$ cat src/rtl/atci_pkg.sv
// ---------------------------------------------------------------------------
// atci_pkg
// Shared types, character codes and constant tables of the AT interpreter.
// ---------------------------------------------------------------------------
package atci_pkg;

  localparam logic [7:0] CH_CR   = 8'd13;
  localparam logic [7:0] CH_LF   = 8'd10;
  localparam logic [7:0] CH_PLUS = 8'h2B;
  localparam logic [7:0] CH_ZERO = 8'h30;

  // Text table layout
  localparam logic [5:0] ROM_I_START    = 6'd0;
  localparam logic [5:0] ROM_I_NV_START = 6'd2;
  localparam logic [5:0] ROM_I_END      = 6'd20;
  localparam logic [5:0] ROM_OK_START   = 6'd21;
  localparam logic [5:0] ROM_OK_END     = 6'd26;
  localparam logic [5:0] ROM_CON_START  = 6'd27;
  localparam logic [5:0] ROM_CON_END    = 6'd37;
  localparam logic [5:0] ROM_ERR_START  = 6'd38;
  localparam logic [5:0] ROM_ERR_END    = 6'd46;

  typedef struct packed {
    logic       begin_item;
    logic       emit;
    logic [7:0] emit_byte;
    logic       emit_port;
    logic       line_clear;
    logic       line_push;
    logic       line_rd;
    logic [7:0] line_addr;
    logic       s_rd;
    logic       s_wr;
    logic       s_clear;
    logic [7:0] s_addr;
    logic [7:0] s_wdata;
    logic       drain_rd;
    logic       drain_load;
  } dp_cmd_t;

  typedef struct packed {
    logic [7:0] rx_byte;
    logic [7:0] line_rdata;
    logic [7:0] line_count;
    logic       line_reject;
    logic [7:0] s_rdata;
    logic       ob_empty;
    logic       drain_last;
    logic       out_free;
  } dp_stat_t;

  typedef struct packed {
    logic       show_h;
    logic       show_t;
    logic [3:0] h;
    logic [3:0] t;
    logic [3:0] o;
  } dec_t;

  function automatic logic [7:0] rom_byte(input logic [5:0] idx);
    logic [7:0] b;
    case (idx)
      6'd0, 6'd19, 6'd21, 6'd25, 6'd27, 6'd36, 6'd38, 6'd45: b = CH_CR;
      6'd1, 6'd20, 6'd22, 6'd26, 6'd28, 6'd37, 6'd39, 6'd46: b = CH_LF;
      6'd2:  b = 8'd97;
      6'd3:  b = 8'd116;
      6'd4:  b = 8'd45;
      6'd5:  b = 8'd109;
      6'd6:  b = 8'd111;
      6'd7:  b = 8'd100;
      6'd8:  b = 8'd101;
      6'd9:  b = 8'd109;
      6'd10: b = 8'd45;
      6'd11: b = 8'd101;
      6'd12: b = 8'd109;
      6'd13: b = 8'd117;
      6'd14: b = 8'd108;
      6'd15: b = 8'd97;
      6'd16: b = 8'd116;
      6'd17: b = 8'd111;
      6'd18: b = 8'd114;
      6'd23: b = "O";
      6'd24: b = "K";
      6'd29: b = "C";
      6'd30: b = "O";
      6'd31: b = "N";
      6'd32: b = "N";
      6'd33: b = "E";
      6'd34: b = "C";
      6'd35: b = "T";
      6'd40: b = "E";
      6'd41: b = "R";
      6'd42: b = "R";
      6'd43: b = "O";
      6'd44: b = "R";
      default: b = 8'd0;
    endcase
    return b;
  endfunction

  function automatic logic [7:0] s_default(input logic [7:0] idx);
    logic [7:0] v;
    case (idx)
      8'd2:  v = 8'd43;
      8'd3:  v = 8'd13;
      8'd4:  v = 8'd10;
      8'd5:  v = 8'd8;
      8'd6:  v = 8'd2;
      8'd7:  v = 8'd50;
      8'd8:  v = 8'd2;
      8'd9:  v = 8'd6;
      8'd10: v = 8'd14;
      8'd11: v = 8'd95;
      8'd12: v = 8'd50;
      default: v = 8'd0;
    endcase
    return v;
  endfunction

  function automatic logic is_digit(input logic [7:0] c);
    return (c >= "0") && (c <= "9");
  endfunction

  function automatic logic is_letter(input logic [7:0] c);
    return ((c >= "A") && (c <= "Z")) || ((c >= "a") && (c <= "z"));
  endfunction

  function automatic logic is_dial(input logic [7:0] c);
    return is_digit(c) || c == "t" || c == "T" || c == "p" || c == "P" || c == "*" ||
           c == "#" || c == "+" || ((c >= "A") && (c <= "D")) ||
           ((c >= "a") && (c <= "d")) || c == "," || c == "!" || c == "W" ||
           c == "w" || c == "@";
  endfunction

  // v*10 + digit, saturated at 999
  function automatic logic [9:0] accumulate(input logic [9:0] v, input logic [7:0] c);
    logic [13:0] t;
    logic [7:0]  d;
    d = c - CH_ZERO;
    t = {v, 3'b000} + {3'b000, v, 1'b0} + {10'd0, d[3:0]};
    return (t > 14'd999) ? 10'd999 : t[9:0];
  endfunction

  // Decimal digits of a byte; tens by reciprocal multiply (exact below 100)
  function automatic dec_t decimal(input logic [7:0] v);
    dec_t        d;
    logic [7:0]  r;
    logic [14:0] p;
    logic [7:0]  tt;
    if (v >= 8'd200) begin
      d.h = 4'd2;
      r   = v - 8'd200;
    end else if (v >= 8'd100) begin
      d.h = 4'd1;
      r   = v - 8'd100;
    end else begin
      d.h = 4'd0;
      r   = v;
    end
    p      = {7'd0, r} * 15'd205;
    d.t    = {1'b0, p[13:11]} | {p[14], 3'b000};
    tt     = {4'd0, d.t};
    d.o    = 4'(r - ((tt << 3) + (tt << 1)));
    d.show_h = (v >= 8'd100);
    d.show_t = (v >= 8'd10);
    return d;
  endfunction

endpackage

$ cat src/rtl/atci_dp.sv
// ---------------------------------------------------------------------------
// atci_dp
// Datapath: input byte, line buffer, S registers, response buffer and the
// output register that streams the response.
// ---------------------------------------------------------------------------
module atci_dp #(
  parameter int LINE_DEPTH    = 40,
  parameter int S_REG_COUNT   = 13,
  parameter int MAX_OUT_BYTES = 64
) (
  input  logic               clk,
  input  logic               rst,
  input  logic [7:0]         rx_byte,
  input  atci_pkg::dp_cmd_t  cmd,
  output atci_pkg::dp_stat_t st,
  output logic               out_valid,
  input  logic               out_stall,
  output logic [7:0]         out_byte,
  output logic               out_port,
  output logic               last,
  output logic               truncated
);
  import atci_pkg::*;

  localparam int LW  = $clog2(LINE_DEPTH);
  localparam int CW  = $clog2(LINE_DEPTH + 1);
  localparam int SW  = (S_REG_COUNT > 1) ? $clog2(S_REG_COUNT) : 1;
  localparam int OIW = $clog2(MAX_OUT_BYTES);
  localparam int OW  = $clog2(MAX_OUT_BYTES + 1);

  logic [7:0]             rx_q;
  logic [7:0]             line_mem [LINE_DEPTH];
  logic [CW-1:0]          line_count;
  logic                   line_reject;
  logic [7:0]             line_q;
  logic [7:0]             s_mem [S_REG_COUNT];
  logic [S_REG_COUNT-1:0] s_valid;
  logic [7:0]             s_q;
  logic                   s_qv;
  logic [7:0]             s_qdef;
  logic [8:0]             ob_mem [MAX_OUT_BYTES];
  logic [OW-1:0]          ob_n;
  logic                   ob_trunc;
  logic [OIW-1:0]         dr_ptr;
  logic [8:0]             ob_q;
  logic                   out_free;
  logic                   drain_last;

  assign out_free   = !out_valid || !out_stall;
  assign drain_last = (OW'(dr_ptr) == (ob_n - OW'(1)));

  always_ff @(posedge clk) begin
    if (cmd.begin_item) begin
      rx_q <= rx_byte;
    end
  end

  // Line buffer
  always_ff @(posedge clk) begin
    if (rst) begin
      line_count  <= '0;
      line_reject <= 1'b0;
    end else if (cmd.line_clear) begin
      line_count  <= '0;
      line_reject <= 1'b0;
    end else if (cmd.line_push) begin
      if (line_count < CW'(LINE_DEPTH)) begin
        line_count <= line_count + CW'(1);
      end else begin
        line_reject <= 1'b1;
      end
    end
  end

  always_ff @(posedge clk) begin
    if (cmd.line_push && (line_count < CW'(LINE_DEPTH))) begin
      line_mem[line_count[LW-1:0]] <= rx_q;
    end
    if (cmd.line_rd) begin
      line_q <= line_mem[cmd.line_addr[LW-1:0]];
    end
  end

  // S registers; an entry with a clear valid bit reads its default
  always_ff @(posedge clk) begin
    if (rst) begin
      s_valid <= '0;
    end else if (cmd.s_clear) begin
      s_valid <= '0;
    end else if (cmd.s_wr) begin
      s_valid[cmd.s_addr[SW-1:0]] <= 1'b1;
    end
  end

  always_ff @(posedge clk) begin
    if (cmd.s_wr) begin
      s_mem[cmd.s_addr[SW-1:0]] <= cmd.s_wdata;
    end
    if (cmd.s_rd) begin
      s_q    <= s_mem[cmd.s_addr[SW-1:0]];
      s_qv   <= s_valid[cmd.s_addr[SW-1:0]];
      s_qdef <= s_default(cmd.s_addr);
    end
  end

  // Response buffer
  always_ff @(posedge clk) begin
    if (rst) begin
      ob_n     <= '0;
      ob_trunc <= 1'b0;
      dr_ptr   <= '0;
    end else if (cmd.begin_item) begin
      ob_n     <= '0;
      ob_trunc <= 1'b0;
      dr_ptr   <= '0;
    end else begin
      if (cmd.emit) begin
        if (ob_n < OW'(MAX_OUT_BYTES)) begin
          ob_n <= ob_n + OW'(1);
        end else begin
          ob_trunc <= 1'b1;
        end
      end
      if (cmd.drain_load) begin
        dr_ptr <= dr_ptr + OIW'(1);
      end
    end
  end

  always_ff @(posedge clk) begin
    if (cmd.emit && (ob_n < OW'(MAX_OUT_BYTES))) begin
      ob_mem[ob_n[OIW-1:0]] <= {cmd.emit_port, cmd.emit_byte};
    end
    if (cmd.drain_rd) begin
      ob_q <= ob_mem[dr_ptr];
    end
  end

  // Output register
  always_ff @(posedge clk) begin
    if (rst) begin
      out_valid <= 1'b0;
    end else if (cmd.drain_load) begin
      out_valid <= 1'b1;
    end else if (!out_stall) begin
      out_valid <= 1'b0;
    end
  end

  always_ff @(posedge clk) begin
    if (cmd.drain_load) begin
      out_byte  <= ob_q[7:0];
      out_port  <= ob_q[8];
      last      <= drain_last;
      truncated <= ob_trunc;
    end
  end

  always_comb begin
    st.rx_byte     = rx_q;
    st.line_rdata  = line_q;
    st.line_count  = 8'(line_count);
    st.line_reject = line_reject;
    st.s_rdata     = s_qv ? s_q : s_qdef;
    st.ob_empty    = (ob_n == '0);
    st.drain_last  = drain_last;
    st.out_free    = out_free;
  end

endmodule

$ cat src/rtl/atci_ctrl.sv
// ---------------------------------------------------------------------------
// atci_ctrl
// Controller: mode tracking, line scan and command execution sequencing.
// ---------------------------------------------------------------------------
module atci_ctrl #(
  parameter int LINE_DEPTH  = 40,
  parameter int S_REG_COUNT = 13
) (
  input  logic               clk,
  input  logic               rst,
  input  logic               in_valid,
  output logic               in_stall,
  output atci_pkg::dp_cmd_t  cmd,
  input  atci_pkg::dp_stat_t st
);
  import atci_pkg::*;

  localparam int CW = $clog2(LINE_DEPTH + 1);
  localparam logic [10:0] SCNT = 11'(S_REG_COUNT);

  typedef enum logic [17:0] {
    S_IDLE     = 18'h00001,
    S_FRONT    = 18'h00002,
    S_PLUS_B   = 18'h00004,
    S_TAIL_B   = 18'h00008,
    S_PARSE_RD = 18'h00010,
    S_PARSE_EX = 18'h00020,
    S_EXEC     = 18'h00040,
    S_ROM      = 18'h00080,
    S_DIG_H    = 18'h00100,
    S_DIG_T    = 18'h00200,
    S_DIG_O    = 18'h00400,
    S_CONT     = 18'h00800,
    S_RESULT   = 18'h01000,
    S_NUM0     = 18'h02000,
    S_NUM1     = 18'h04000,
    S_FINISH   = 18'h08000,
    S_DRAIN_RD = 18'h10000,
    S_DRAIN_WR = 18'h20000
  } state_t;

  typedef enum logic [5:0] {
    M_CMD   = 6'b000001,
    M_CMD_A = 6'b000010,
    M_AT    = 6'b000100,
    M_DATA  = 6'b001000,
    M_PLUS1 = 6'b010000,
    M_PLUS2 = 6'b100000
  } mode_t;

  typedef enum logic [4:0] {
    P_CMD  = 5'b00001,
    P_NUM  = 5'b00010,
    P_DIAL = 5'b00100,
    P_SREG = 5'b01000,
    P_SVAL = 5'b10000
  } pstate_t;

  typedef enum logic [2:0] {
    C_START = 3'b001,
    C_CMD   = 3'b010,
    C_END   = 3'b100
  } cont_t;

  typedef enum logic [2:0] {
    RC_OK      = 3'd0,
    RC_CONNECT = 3'd1,
    RC_ERROR   = 3'd4
  } rcode_t;

  state_t        state, state_next;
  mode_t         mode, mode_next;
  pstate_t       ps, ps_next;
  cont_t         cont, cont_next;
  rcode_t        rc, rc_next;
  logic [7:0]    name, name_next;
  logic [9:0]    arg1, arg1_next;
  logic [9:0]    arg2, arg2_next;
  logic          echo_on, echo_on_next;
  logic          quiet_on, quiet_on_next;
  logic          verbose_on, verbose_on_next;
  logic          carrier_up, carrier_up_next;
  logic [CW-1:0] idx, idx_next;
  logic [7:0]    pend, pend_next;
  logic [5:0]    rom_ptr, rom_ptr_next;
  logic [5:0]    rom_end, rom_end_next;
  logic          rom_ret, rom_ret_next;

  logic          do_start;
  logic [7:0]    start_c;
  logic [7:0]    c;
  logic          s_bad;
  dec_t          dec;

  assign in_stall = (state != S_IDLE);
  assign c        = st.line_rdata;
  assign s_bad    = ({1'b0, arg1} >= SCNT);
  assign dec      = decimal(st.s_rdata);

  always_ff @(posedge clk) begin
    if (rst) begin
      state      <= S_IDLE;
      mode       <= M_CMD;
      ps         <= P_CMD;
      cont       <= C_END;
      rc         <= RC_OK;
      echo_on    <= 1'b1;
      quiet_on   <= 1'b0;
      verbose_on <= 1'b1;
      carrier_up <= 1'b0;
      arg1       <= '0;
      arg2       <= '0;
      rom_ret    <= 1'b0;
    end else begin
      state      <= state_next;
      mode       <= mode_next;
      ps         <= ps_next;
      cont       <= cont_next;
      rc         <= rc_next;
      echo_on    <= echo_on_next;
      quiet_on   <= quiet_on_next;
      verbose_on <= verbose_on_next;
      carrier_up <= carrier_up_next;
      arg1       <= arg1_next;
      arg2       <= arg2_next;
      rom_ret    <= rom_ret_next;
    end
  end

  always_ff @(posedge clk) begin
    name    <= name_next;
    idx     <= idx_next;
    pend    <= pend_next;
    rom_ptr <= rom_ptr_next;
    rom_end <= rom_end_next;
  end

  always_comb begin
    state_next      = state;
    mode_next       = mode;
    ps_next         = ps;
    cont_next       = cont;
    rc_next         = rc;
    name_next       = name;
    arg1_next       = arg1;
    arg2_next       = arg2;
    echo_on_next    = echo_on;
    quiet_on_next   = quiet_on;
    verbose_on_next = verbose_on;
    carrier_up_next = carrier_up;
    idx_next        = idx;
    pend_next       = pend;
    rom_ptr_next    = rom_ptr;
    rom_end_next    = rom_end;
    rom_ret_next    = rom_ret;
    do_start        = 1'b0;
    start_c         = c;
    cmd             = '0;
    cmd.line_addr   = 8'(idx);
    cmd.s_addr      = arg1[7:0];
    cmd.s_wdata     = arg2[7:0];

    case (state)
      S_IDLE: begin
        if (in_valid) begin
          cmd.begin_item = 1'b1;
          state_next     = S_FRONT;
        end
      end

      S_FRONT: begin
        state_next = S_FINISH;
        case (mode)
          M_CMD: begin
            if (st.rx_byte == "A" || st.rx_byte == "a") mode_next = M_CMD_A;
            cmd.emit      = echo_on;
            cmd.emit_byte = st.rx_byte;
          end
          M_CMD_A: begin
            if (st.rx_byte == "T" || st.rx_byte == "t") begin
              mode_next      = M_AT;
              cmd.line_clear = 1'b1;
              rc_next        = RC_OK;
            end else begin
              mode_next = M_CMD;
            end
            cmd.emit      = echo_on;
            cmd.emit_byte = st.rx_byte;
          end
          M_AT: begin
            if (st.rx_byte == CH_CR) begin
              mode_next = M_CMD;
              if (st.line_reject) begin
                cmd.line_clear = 1'b1;
              end else begin
                cmd.emit      = echo_on;
                cmd.emit_byte = CH_CR;
                ps_next       = P_CMD;
                idx_next      = '0;
                state_next    = S_PARSE_RD;
              end
            end else begin
              cmd.line_push = 1'b1;
              cmd.emit      = echo_on;
              cmd.emit_byte = st.rx_byte;
            end
          end
          M_DATA: begin
            if (st.rx_byte == CH_PLUS) begin
              mode_next = M_PLUS1;
            end else begin
              cmd.emit      = 1'b1;
              cmd.emit_byte = st.rx_byte;
              cmd.emit_port = 1'b1;
            end
          end
          M_PLUS1: begin
            if (st.rx_byte == CH_PLUS) begin
              mode_next = M_PLUS2;
            end else begin
              cmd.emit      = 1'b1;
              cmd.emit_byte = CH_PLUS;
              cmd.emit_port = 1'b1;
              mode_next     = M_DATA;
              state_next    = S_TAIL_B;
            end
          end
          M_PLUS2: begin
            if (st.rx_byte == CH_PLUS) begin
              mode_next = M_CMD;
            end else begin
              cmd.emit      = 1'b1;
              cmd.emit_byte = CH_PLUS;
              cmd.emit_port = 1'b1;
              mode_next     = M_DATA;
              state_next    = S_PLUS_B;
            end
          end
          default: begin
            mode_next = M_CMD;
          end
        endcase
      end

      S_PLUS_B: begin
        cmd.emit      = 1'b1;
        cmd.emit_byte = CH_PLUS;
        cmd.emit_port = 1'b1;
        state_next    = S_TAIL_B;
      end

      S_TAIL_B: begin
        cmd.emit      = 1'b1;
        cmd.emit_byte = st.rx_byte;
        cmd.emit_port = 1'b1;
        state_next    = S_FINISH;
      end

      S_PARSE_RD: begin
        if ((8'(idx) >= st.line_count) || (rc == RC_ERROR)) begin
          if (ps != P_CMD) begin
            cont_next  = C_END;
            state_next = S_EXEC;
          end else begin
            state_next = S_RESULT;
          end
        end else begin
          cmd.line_rd = 1'b1;
          state_next  = S_PARSE_EX;
        end
      end

      S_PARSE_EX: begin
        state_next = S_PARSE_RD;
        idx_next   = idx + CW'(1);
        case (ps)
          P_CMD: begin
            if (is_letter(c)) do_start = 1'b1;
            else rc_next = RC_ERROR;
          end
          P_NUM, P_SVAL: begin
            if (is_digit(c)) begin
              if (ps == P_NUM) arg1_next = accumulate(arg1, c);
              else arg2_next = accumulate(arg2, c);
            end else if (is_letter(c)) begin
              idx_next   = idx;
              pend_next  = c;
              cont_next  = C_START;
              state_next = S_EXEC;
            end else begin
              rc_next = RC_ERROR;
            end
          end
          P_DIAL: begin
            if (is_dial(c)) begin
              // skip dial modifiers and digits
            end else if (c == ";") begin
              idx_next   = idx;
              cont_next  = C_CMD;
              state_next = S_EXEC;
            end else begin
              rc_next = RC_ERROR;
            end
          end
          P_SREG: begin
            if (is_digit(c)) begin
              arg1_next = accumulate(arg1, c);
            end else if (c == "=") begin
              name_next = "S";
              arg2_next = '0;
              ps_next   = P_SVAL;
            end else if (c == "?") begin
              idx_next   = idx;
              cont_next  = C_CMD;
              state_next = S_EXEC;
            end else begin
              rc_next = RC_ERROR;
            end
          end
          default: begin
            rc_next = RC_ERROR;
          end
        endcase
      end

      S_EXEC: begin
        state_next = S_CONT;
        case (name)
          "D": begin
            rc_next         = RC_CONNECT;
            mode_next       = M_DATA;
            carrier_up_next = 1'b1;
          end
          "E": begin
            if (arg1 == 10'd0) echo_on_next = 1'b0;
            else if (arg1 == 10'd1) echo_on_next = 1'b1;
            else rc_next = RC_ERROR;
          end
          "Q": begin
            if (arg1 == 10'd0) quiet_on_next = 1'b0;
            else if (arg1 == 10'd1) quiet_on_next = 1'b1;
            else rc_next = RC_ERROR;
          end
          "V": begin
            if (arg1 == 10'd0) verbose_on_next = 1'b0;
            else if (arg1 == 10'd1) verbose_on_next = 1'b1;
            else rc_next = RC_ERROR;
          end
          "H": begin
            carrier_up_next = 1'b0;
          end
          "I": begin
            rc_next      = RC_OK;
            rom_ptr_next = verbose_on ? ROM_I_START : ROM_I_NV_START;
            rom_end_next = ROM_I_END;
            rom_ret_next = 1'b0;
            state_next   = S_ROM;
          end
          "L": begin
            if (arg1 > 10'd3) rc_next = RC_ERROR;
          end
          "M": begin
            if (arg1 > 10'd2) rc_next = RC_ERROR;
          end
          "O": begin
            if (carrier_up) mode_next = M_DATA;
            else rc_next = RC_ERROR;
          end
          "Z": begin
            quiet_on_next   = 1'b0;
            echo_on_next    = 1'b1;
            verbose_on_next = 1'b1;
            carrier_up_next = 1'b0;
            cmd.s_clear     = 1'b1;
          end
          "s": begin
            if (s_bad) begin
              rc_next = RC_ERROR;
            end else begin
              cmd.s_rd   = 1'b1;
              state_next = S_DIG_H;
            end
          end
          "S": begin
            if (s_bad || (arg2 > 10'd255)) rc_next = RC_ERROR;
            else cmd.s_wr = 1'b1;
          end
          default: begin
            rc_next = RC_ERROR;
          end
        endcase
      end

      S_ROM: begin
        cmd.emit      = 1'b1;
        cmd.emit_byte = rom_byte(rom_ptr);
        rom_ptr_next  = rom_ptr + 6'd1;
        if (rom_ptr == rom_end) state_next = rom_ret ? S_FINISH : S_CONT;
      end

      S_DIG_H: begin
        cmd.emit      = dec.show_h;
        cmd.emit_byte = CH_ZERO + {4'd0, dec.h};
        state_next    = S_DIG_T;
      end

      S_DIG_T: begin
        cmd.emit      = dec.show_t;
        cmd.emit_byte = CH_ZERO + {4'd0, dec.t};
        state_next    = S_DIG_O;
      end

      S_DIG_O: begin
        cmd.emit      = 1'b1;
        cmd.emit_byte = CH_ZERO + {4'd0, dec.o};
        state_next    = S_CONT;
      end

      S_CONT: begin
        case (cont)
          C_START: begin
            do_start   = 1'b1;
            start_c    = pend;
            idx_next   = idx + CW'(1);
            state_next = S_PARSE_RD;
          end
          C_CMD: begin
            ps_next    = P_CMD;
            idx_next   = idx + CW'(1);
            state_next = S_PARSE_RD;
          end
          default: begin
            state_next = S_RESULT;
          end
        endcase
      end

      S_RESULT: begin
        rom_ret_next = 1'b1;
        if (quiet_on) begin
          state_next = S_FINISH;
        end else if (verbose_on) begin
          state_next = S_ROM;
          case (rc)
            RC_OK: begin
              rom_ptr_next = ROM_OK_START;
              rom_end_next = ROM_OK_END;
            end
            RC_CONNECT: begin
              rom_ptr_next = ROM_CON_START;
              rom_end_next = ROM_CON_END;
            end
            default: begin
              rom_ptr_next = ROM_ERR_START;
              rom_end_next = ROM_ERR_END;
            end
          endcase
        end else begin
          state_next = S_NUM0;
        end
      end

      S_NUM0: begin
        cmd.emit      = 1'b1;
        cmd.emit_byte = CH_ZERO + {5'd0, rc};
        state_next    = S_NUM1;
      end

      S_NUM1: begin
        cmd.emit      = 1'b1;
        cmd.emit_byte = CH_CR;
        state_next    = S_FINISH;
      end

      S_FINISH: begin
        state_next = st.ob_empty ? S_IDLE : S_DRAIN_RD;
      end

      S_DRAIN_RD: begin
        cmd.drain_rd = 1'b1;
        state_next   = S_DRAIN_WR;
      end

      S_DRAIN_WR: begin
        if (st.out_free) begin
          cmd.drain_load = 1'b1;
          state_next     = st.drain_last ? S_IDLE : S_DRAIN_RD;
        end
      end

      default: begin
        state_next = S_IDLE;
      end
    endcase

    // open a new command from a letter
    if (do_start) begin
      if (start_c == "D" || start_c == "d") begin
        name_next = "D";
        ps_next   = P_DIAL;
      end else begin
        arg1_next = '0;
        if (start_c == "S" || start_c == "s") begin
          name_next = "s";
          ps_next   = P_SREG;
        end else begin
          name_next = (start_c >= "a") ? (start_c - 8'd32) : start_c;
          ps_next   = P_NUM;
        end
      end
    end
  end

endmodule

$ cat src/rtl/at_command_interpreter_unit.sv
// ---------------------------------------------------------------------------
// at_command_interpreter_unit
// Hayes-style AT command interpreter for a byte stream from a terminal.
// ---------------------------------------------------------------------------
// One terminal byte is taken per request; the bytes it causes leave as a burst
// of result requests, the final one flagged by last. In command mode bytes are
// echoed, "AT" opens a line that is buffered up to LINE_DEPTH bytes, and CR
// runs the line's commands and sends the result code (verbose text or a digit,
// nothing when quiet). In data mode bytes go to the link port; a held "+" or
// "++" is released when another byte follows, and "+++" drops back to command
// mode silently. A request that would produce more than MAX_OUT_BYTES bytes
// keeps the first MAX_OUT_BYTES and raises truncated on every byte of its
// burst. Timing: the input is stalled while a request is worked on. An echo
// or data byte, and any extra bytes generated (released "+" signs), are
// written to the response buffer, and every output byte is then drained
// through the registered read of that buffer. A CR scans the line buffer
// byte by byte (registered read of the line memory), generates the response
// bytes of each command (bytes dropped past the limit included) and then
// drains the kept bytes of the response; output stalls hold the drain.
// The last output byte may still wait in the output register while the next
// input byte is accepted. There is no clearing pass after reset.
// ---------------------------------------------------------------------------
module at_command_interpreter_unit #(
  parameter int LINE_DEPTH    = 40,
  parameter int S_REG_COUNT   = 13,
  parameter int MAX_OUT_BYTES = 64
) (
  input  logic       clk,
  input  logic       rst,
  input  logic       in_valid,
  output logic       in_stall,
  input  logic [7:0] rx_byte,
  output logic       out_valid,
  input  logic       out_stall,
  output logic [7:0] out_byte,
  output logic       out_port,
  output logic       last,
  output logic       truncated
);
  import atci_pkg::*;

  // Commands from the sequencer and status back from the storage side.
  dp_cmd_t  cmd;
  dp_stat_t st;

  // Sequencer: tracks command/data mode, walks the line on CR and drives
  // every buffer write and the response drain.
  atci_ctrl #(
    .LINE_DEPTH  (LINE_DEPTH),
    .S_REG_COUNT (S_REG_COUNT)
  ) u_ctrl (
    .clk      (clk),
    .rst      (rst),
    .in_valid (in_valid),
    .in_stall (in_stall),
    .cmd      (cmd),
    .st       (st)
  );

  // Storage: line buffer, S registers, response buffer, output register.
  atci_dp #(
    .LINE_DEPTH    (LINE_DEPTH),
    .S_REG_COUNT   (S_REG_COUNT),
    .MAX_OUT_BYTES (MAX_OUT_BYTES)
  ) u_dp (
    .clk       (clk),
    .rst       (rst),
    .rx_byte   (rx_byte),
    .cmd       (cmd),
    .st        (st),
    .out_valid (out_valid),
    .out_stall (out_stall),
    .out_byte  (out_byte),
    .out_port  (out_port),
    .last      (last),
    .truncated (truncated)
  );

endmodule

$ cat config.mk
export PLATFORM = sky130hd
export DESIGN_NAME = at_command_interpreter_unit
export DESIGN_NICKNAME = d
export VERILOG_FILES = /design/src/rtl/atci_pkg.sv /design/src/rtl/atci_dp.sv /design/src/rtl/atci_ctrl.sv /design/src/rtl/at_command_interpreter_unit.sv
export SDC_FILE = /design/constraint.sdc
export NUM_CORES = 2
export LEC_CHECK = 0
export BUFFER_PORTS_ARGS = -buffer_cell sky130_fd_sc_hd__buf_2
export CAP_MARGIN = 20
export CORE_AREA = 2 2 308 310
export DETAILED_ROUTE_END_ITERATION = 8
export DIE_AREA = 0 0 310 312
export MAX_ROUTING_LAYER = met4
export PLACE_DENSITY = 0.8
export SLEW_MARGIN = 5
export SYNTH_ARGS = -nofsm -noshare
export SYNTH_HDL_FRONTEND = slang
export SYNTH_SLANG_ARGS = --single-unit
$ cat constraint.sdc
create_clock -name clk -period 18.67 [get_ports clk]
set_clock_uncertainty 0.15 [all_clocks]
set_input_delay 0.9335 -clock clk [delete_from_list [all_inputs] [get_ports clk]]
set_output_delay 0.9335 -clock clk [all_outputs]
set_load 0.05 [all_outputs]
**Yosys cells after proc, flatten, opt, wreduce, memory -nomap -nowiden**

Memories as Yosys holds them, arrays and structs flattened. A register that Yosys moved wholly into a read port is not among the register bits.
Index checks and enable logic that the tools add are counted.

- $add $sub $neg: 20
- Multipliers: 1
- Order comparisons: 23
- Eq/ne operators: 131
- Muxes and demuxes: 184
- Bitwise operators: 5
- Reductions and logical operators: 83

Operators with widths:

| cell | count |
|---|---|
| one-hot mux 18 bit (17 select lines) | 1 |
| == test 8 x 7 -> 1 bit, second input constant | 27 |
| two-way mux 18 bit | 8 |
| two-way mux 10 bit | 14 |
| two-way mux 6 bit | 23 |
| one-hot mux 18 bit (3 select lines) | 2 |
| two-way mux 8 bit | 13 |
| two-way mux 3 bit | 27 |
| one-hot mux 9 bit (9 select lines) | 1 |
| two-way mux 16 bit | 5 |
| == test 8 x 6 -> 1 bit, second input constant | 9 |
| one-hot mux 6 bit (2 select lines) | 5 |
| one-hot mux 6 bit (3 select lines) | 3 |
| two-way mux 5 bit | 9 |
| one-hot mux 10 bit (2 select lines) | 2 |
| two-way mux 13 bit | 3 |
| inequality test 3 x 2 -> 1 bit, second input constant | 13 |
| one-hot mux 18 bit (2 select lines) | 1 |
| one-hot mux 6 bit (6 select lines) | 1 |
| one-hot mux 9 bit (4 select lines) | 1 |
| two-way mux 1 bit | 34 |
| two-way mux 17 bit | 2 |
| inequality test 3 bit, second input constant | 11 |
| greater-or-equal comparator 8 x 7 -> 1 bit, second input constant | 4 |
| other kinds (108) | 228 |

- Register bits: 157
- Memory bits (writable): 1000
- Bits in read-only memories: 560
- Input port bits: 12
- Output and inout port bits: 13
- Word-level logic and storage cells: 483
- Memories kept: 5

Memory list:

| name | depth | bits a word | read ports | clocked after memory_dff | wr ports | RTL line | text |
|---|---|---|---|---|---|---|---|
| u_dp.ob_mem | 64 | 9 | 1 | 1 | 1 | atci_dp.sv:41 | `logic [8:0] ob_mem [MAX_OUT_BYTES];` |
| (no name shown) | 64 | 7 | 1 | 1 | 0 | atci_pkg.sv:62 | `case (idx)` |
| u_dp.line_mem | 40 | 8 | 1 | 1 | 1 | atci_dp.sv:32 | `logic [7:0] line_mem [LINE_DEPTH];` |
| (no name shown) | 16 | 7 | 1 | 1 | 0 | atci_pkg.sv:103 | `case (idx)` |
| u_dp.s_mem | 13 | 8 | 1 | 1 | 1 | atci_dp.sv:36 | `logic [7:0] s_mem [S_REG_COUNT];` |

**Longest topological paths before layout**

- Depth in word-level cells: 19
- Mapped depth: 31
- Gate-level depth less buffers: 29

**Hierarchy**

Synthesis repeated with hierarchy kept, for this count alone.

- Cells, all modules: 3220
- Area, all modules: 51535.7 um2

By module, submodules not included:

| module | times used | cells an instance | area each (um2) | seq. area each (um2) |
|---|---|---|---|---|
| atci_dp | 1 | 2065 | 42125.4 | 32291.0 |
| atci_ctrl | 1 | 1155 | 9410.3 | 2312.2 |

**Least setup slack after synthesis**

OpenSTA, ideal clock, no wires.

- Path type: reg-to-reg
- Start: reg u_dp.s_qv
- End: mem u_dp.ob_mem[0][2], data pin
- Library setup time: 555 ps
- Arrival: 7899 ps
- Data required time: 17965 ps
- Slack: 10066 ps
- Cell stages (with the launch flop): 27
- Path buffers: 2
- Period minus slack after synthesis: 8604 ps
- Cell sequence: edfxtp_1 -> buf_2 -> mux2i_1 -> inv_1 -> ha_1 -> or4b_2 -> o21ai_0 -> nand2_1 -> clkbuf_1 -> nor2_1 -> a21oi_1 -> xnor2_1 -> xnor2_1 -> fa_1 -> inv_1 -> fa_1 -> inv_1 -> fa_1 -> inv_1 -> ha_1 -> a21o_1 -> a21o_1 -> a211o_1 -> a22o_1 -> a311oi_1 -> xor2_1 -> o2111ai_1

RTL lines:

| item | RTL line | text |
|---|---|---|
| start: declaration | atci_dp.sv:39 | `logic s_qv;` |
| start signal: assignment | atci_dp.sv:101 | `s_qv <= s_valid[cmd.s_addr[SW-1:0]];` |
| end: declaration | atci_dp.sv:41 |  |

==> impl_results.md <==
* Critical-path maximum fanout at 44
* Detail Route Antenna Nets at 0
* H-tree depth at 3
* CP max-delay cell: edfxtp_1
* Syn Inst Count at 2996
* Largest net degree at the start of global routing at 121
* TritonRoute pass-1 iters at 5
* Slew headroom at between 20% and 30%
* Post-route setup TNS at 0 ns
* Initial DRC Count at 3801
* Syn_area_per_cell at about 17 um2
* Peak VDD IR at 0.0859 mV
* CP top delay family: adder cells
* Maxcap violations at 0
* Commonest non-fill, non-tap cell in the layout: edfxtp_1
* Initial core utilization at 54.7%
* Max stage delay on crit path at 0.70 ns
* Max Clk Rate at roughly 0.11 GHz
* Vias/cell at 6.49
* Area share of fa/ha/maj cells after synthesis at between 3 and 4%
* Register area share after synthesis at ~68%
* Postcts setup bufs at 0
* IO Port Bufs at 24
* # DRC at 0
* CP Capture Type: flip-flop
* GRT Util Overall at 25.2%
* Worst skew pair latency at 0.70 ns
* Post-synthesis simple-gate area fraction at 6.94%
* CTS hold repair buffers at 0
* Final Instance Area at 56100 um2
* # resized after CTS at 0
* CTS sink count at 1186
* Hold depth at 1
* # diodes at 0
* Global route overflow at 0
* IO Pins at 25
* Power Dens Cells at between 90 and 100 nW/um2
* Chip width at between 300 and 400 um
* Commonest non-fill, non-tap cells in the layout: edfxtp_1, mux4_2, nor2_1
* Worst reg2reg startpoint: u_dp.s_qv
* Syn nets at about 3100
* First-pass GRT wire length at 179000 um
* Die footprint at 96700 um2
* CTS buffer count at 109
* Fillers at 6421
* Final net count at 3169
* Bufs on Longest Clock Path at 3
* Status: finished clean
* CP Launch Type: flip-flop
* Leak at 17.7 nW
* Placed Cells at between 4000 and 5000
* CP Buf/Inv Count at 4
* Initial antenna violation count at 1
* Synth cell types at 84
* R2R cell count at 25
* CP Data Required Time at approximately 19 ns
* Crit path kind: reg -> reg
* Final worst path period need at around 9.0 ns
* Hold EP: u_dp.rx_q[7]
* Post-Syn Area at 50900 um2
* Xor/xnor share of the synthesized area at 1.04%
* Hold path start: rx_byte[7]
* Async SR Flop Fraction at 0%
* HP Class: in -> reg
* Final setup viols at 0
* Final Hold Violating Endpoints at 0
* Worst reg2reg setup slack at 9.67 ns
* Core area at about 93000 um2
* Arrival @ worst endpoint at 9.28 ns
* Multiplexer share of the synthesized area at 14.9%
* Clk pin slew, worst setup/hold paths at 0.07 ns
* Placement Rows at 112
* Post-synth EDFFs at approximately 1100
* Routed WL at around 120000 um
* Final hold slack at ~0.28 ns
* Via count at between 20000 and 30000
* Post-DP HPWL at 71400 um
* Final period util at 48.2%
* Seq cells post-synth at 1186
* Placement Cell Area at 52500 um2
* Final Non-Filler Cells at 4379
* Die H at 312 um
* Slew Limit Fails at 0
* Synth warn at 0
* Wire length per cell at 26.7 um
* Main combinational cell family by area after synthesis: multiplexers
* RSZ-0062 raised after global routing: no
* Compound-gate portion of the synthesized area at 4.17%
* Worst slew pin tran at between 1 and 1.5 ns
* Worst r2r dst: u_dp.ob_mem[47][3]
* Layout cells sized above 1 at 19.3%
* Area delta synth->final at 10.1%
* CTS tree: yes
* Prevailing post-synth register cell: edfxtp_1
* Number of global-route vias before repair at 28400
* Clock Tree Root: clkbuf_16
* GP Congestion at 0.945
[registers in the layout, summed over array words and instances (netlist names), 7 cells and up, named ones only]
register / flops
u_dp.s_valid: 13
u_dp.ob_n: 7
u_dp.ob_mem: 576
u_ctrl.state: 18
u_dp.rx_q: 8
u_ctrl.arg2: 10
u_dp.out_byte: 8
u_dp.line_q: 8
u_dp.s_qdef: 7
u_ctrl.name: 8
u_dp.ob_q: 9
u_dp.s_mem: 104
u_dp.line_mem: 320
u_dp.s_q: 8
u_ctrl.arg1: 10
u_ctrl.pend: 8
[cell usage after synthesis (26+ instances only)]
cell type  instances  area [um2]
a21oi_1          112         561
buf_1             30         113
clkbuf_1         102         383
dfxtp_1          101        2020
edfxtp_1        1085       32600
ha_1             106        1330
inv_1             96         360
mux2i_1           34         340
mux4_2           320        7210
nand2_1          123         462
nand2b_1          28         175
nand3_1           47         235
nand4_1           30         188
nor2_1           260         976
nor3_1            51         255
nor4_1            26         163
o21ai_0           54         270
xnor2_1           35         307
[logic make-up after synthesis]
| kind of cell | count (synthesis) |
|---|---|
| compound gates | 327 |
| xor+xnor | 59 |
| fa+ha+maj | 121 |
| buf+inv | 241 |
| flops | 1186 |
| mux | 356 |
| simple gates | 706 |
[how the worst max path moves through the flow]
stage,slack [ns],end,cells past startpoint,start
2_1_floorplan,10.07,u_dp.ob_mem[0][2],26,u_dp.s_qv
3_3_place_gp,9.87,u_dp.ob_mem[0][3],24,u_dp.s_qv
3_5_place_dp,9.59,u_dp.ob_mem[42][3],24,u_dp.s_qv
4_1_cts,9.54,u_dp.ob_mem[0][3],24,u_dp.s_qv
5_1_grt,9.15,u_dp.ob_mem[23][3],25,u_dp.s_qv
6_report,9.67,u_dp.ob_mem[47][3],25,u_dp.s_qv
[per-layer routing]
layer | up-vias | routed length [um] | global-route usage [%]
met2 | 1636 | 58000 | 40.3
met1 | 14500 | 45400 | 33.7
met3 | 261 | 9650 | 3.99
li1 | 12000 | - | -
met5 | - | 0 | -
met4 | 0 | 3650 | 7.71
[power breakdown]
group	internal [mW]	total (mW)	leakage, nW	switching, mW
sequential	2.89	2.89	10.5	0.00455
combinational	0.0261	0.0909	5.49	0.0647
clock	1.20	2.19	1.69	0.991
[stage by stage]
step / total power [mW] / worst slack [ns] / util, %
2_1_floorplan: 3.00 / 10.07 / -
6_report: 5.17 / 9.67 / 60.2
4_1_cts: 5.19 / 9.54 / 60.1
3_5_place_dp: 3.04 / 9.59 / 56.4
5_1_grt: 5.29 / 9.15 / 60.2
3_3_place_gp: 3.03 / 9.87 / 56.3
[final cells by class]
cell class | count | area, um2 | share of cell area (%)
flip-flops and latches | 1186 | 34600 | 61.8
multi-input cells | 1569 | 15500 | 27.6
clock buffers | 131 | 2820 | 5.03
well taps | 1254 | 1570 | 2.80
clock inverters | 69 | 687 | 1.23
repair buffers | 72 | 538 | 0.960
inverters | 98 | 368 | 0.656
Note: power is estimated with default switching activity, not from simulation.
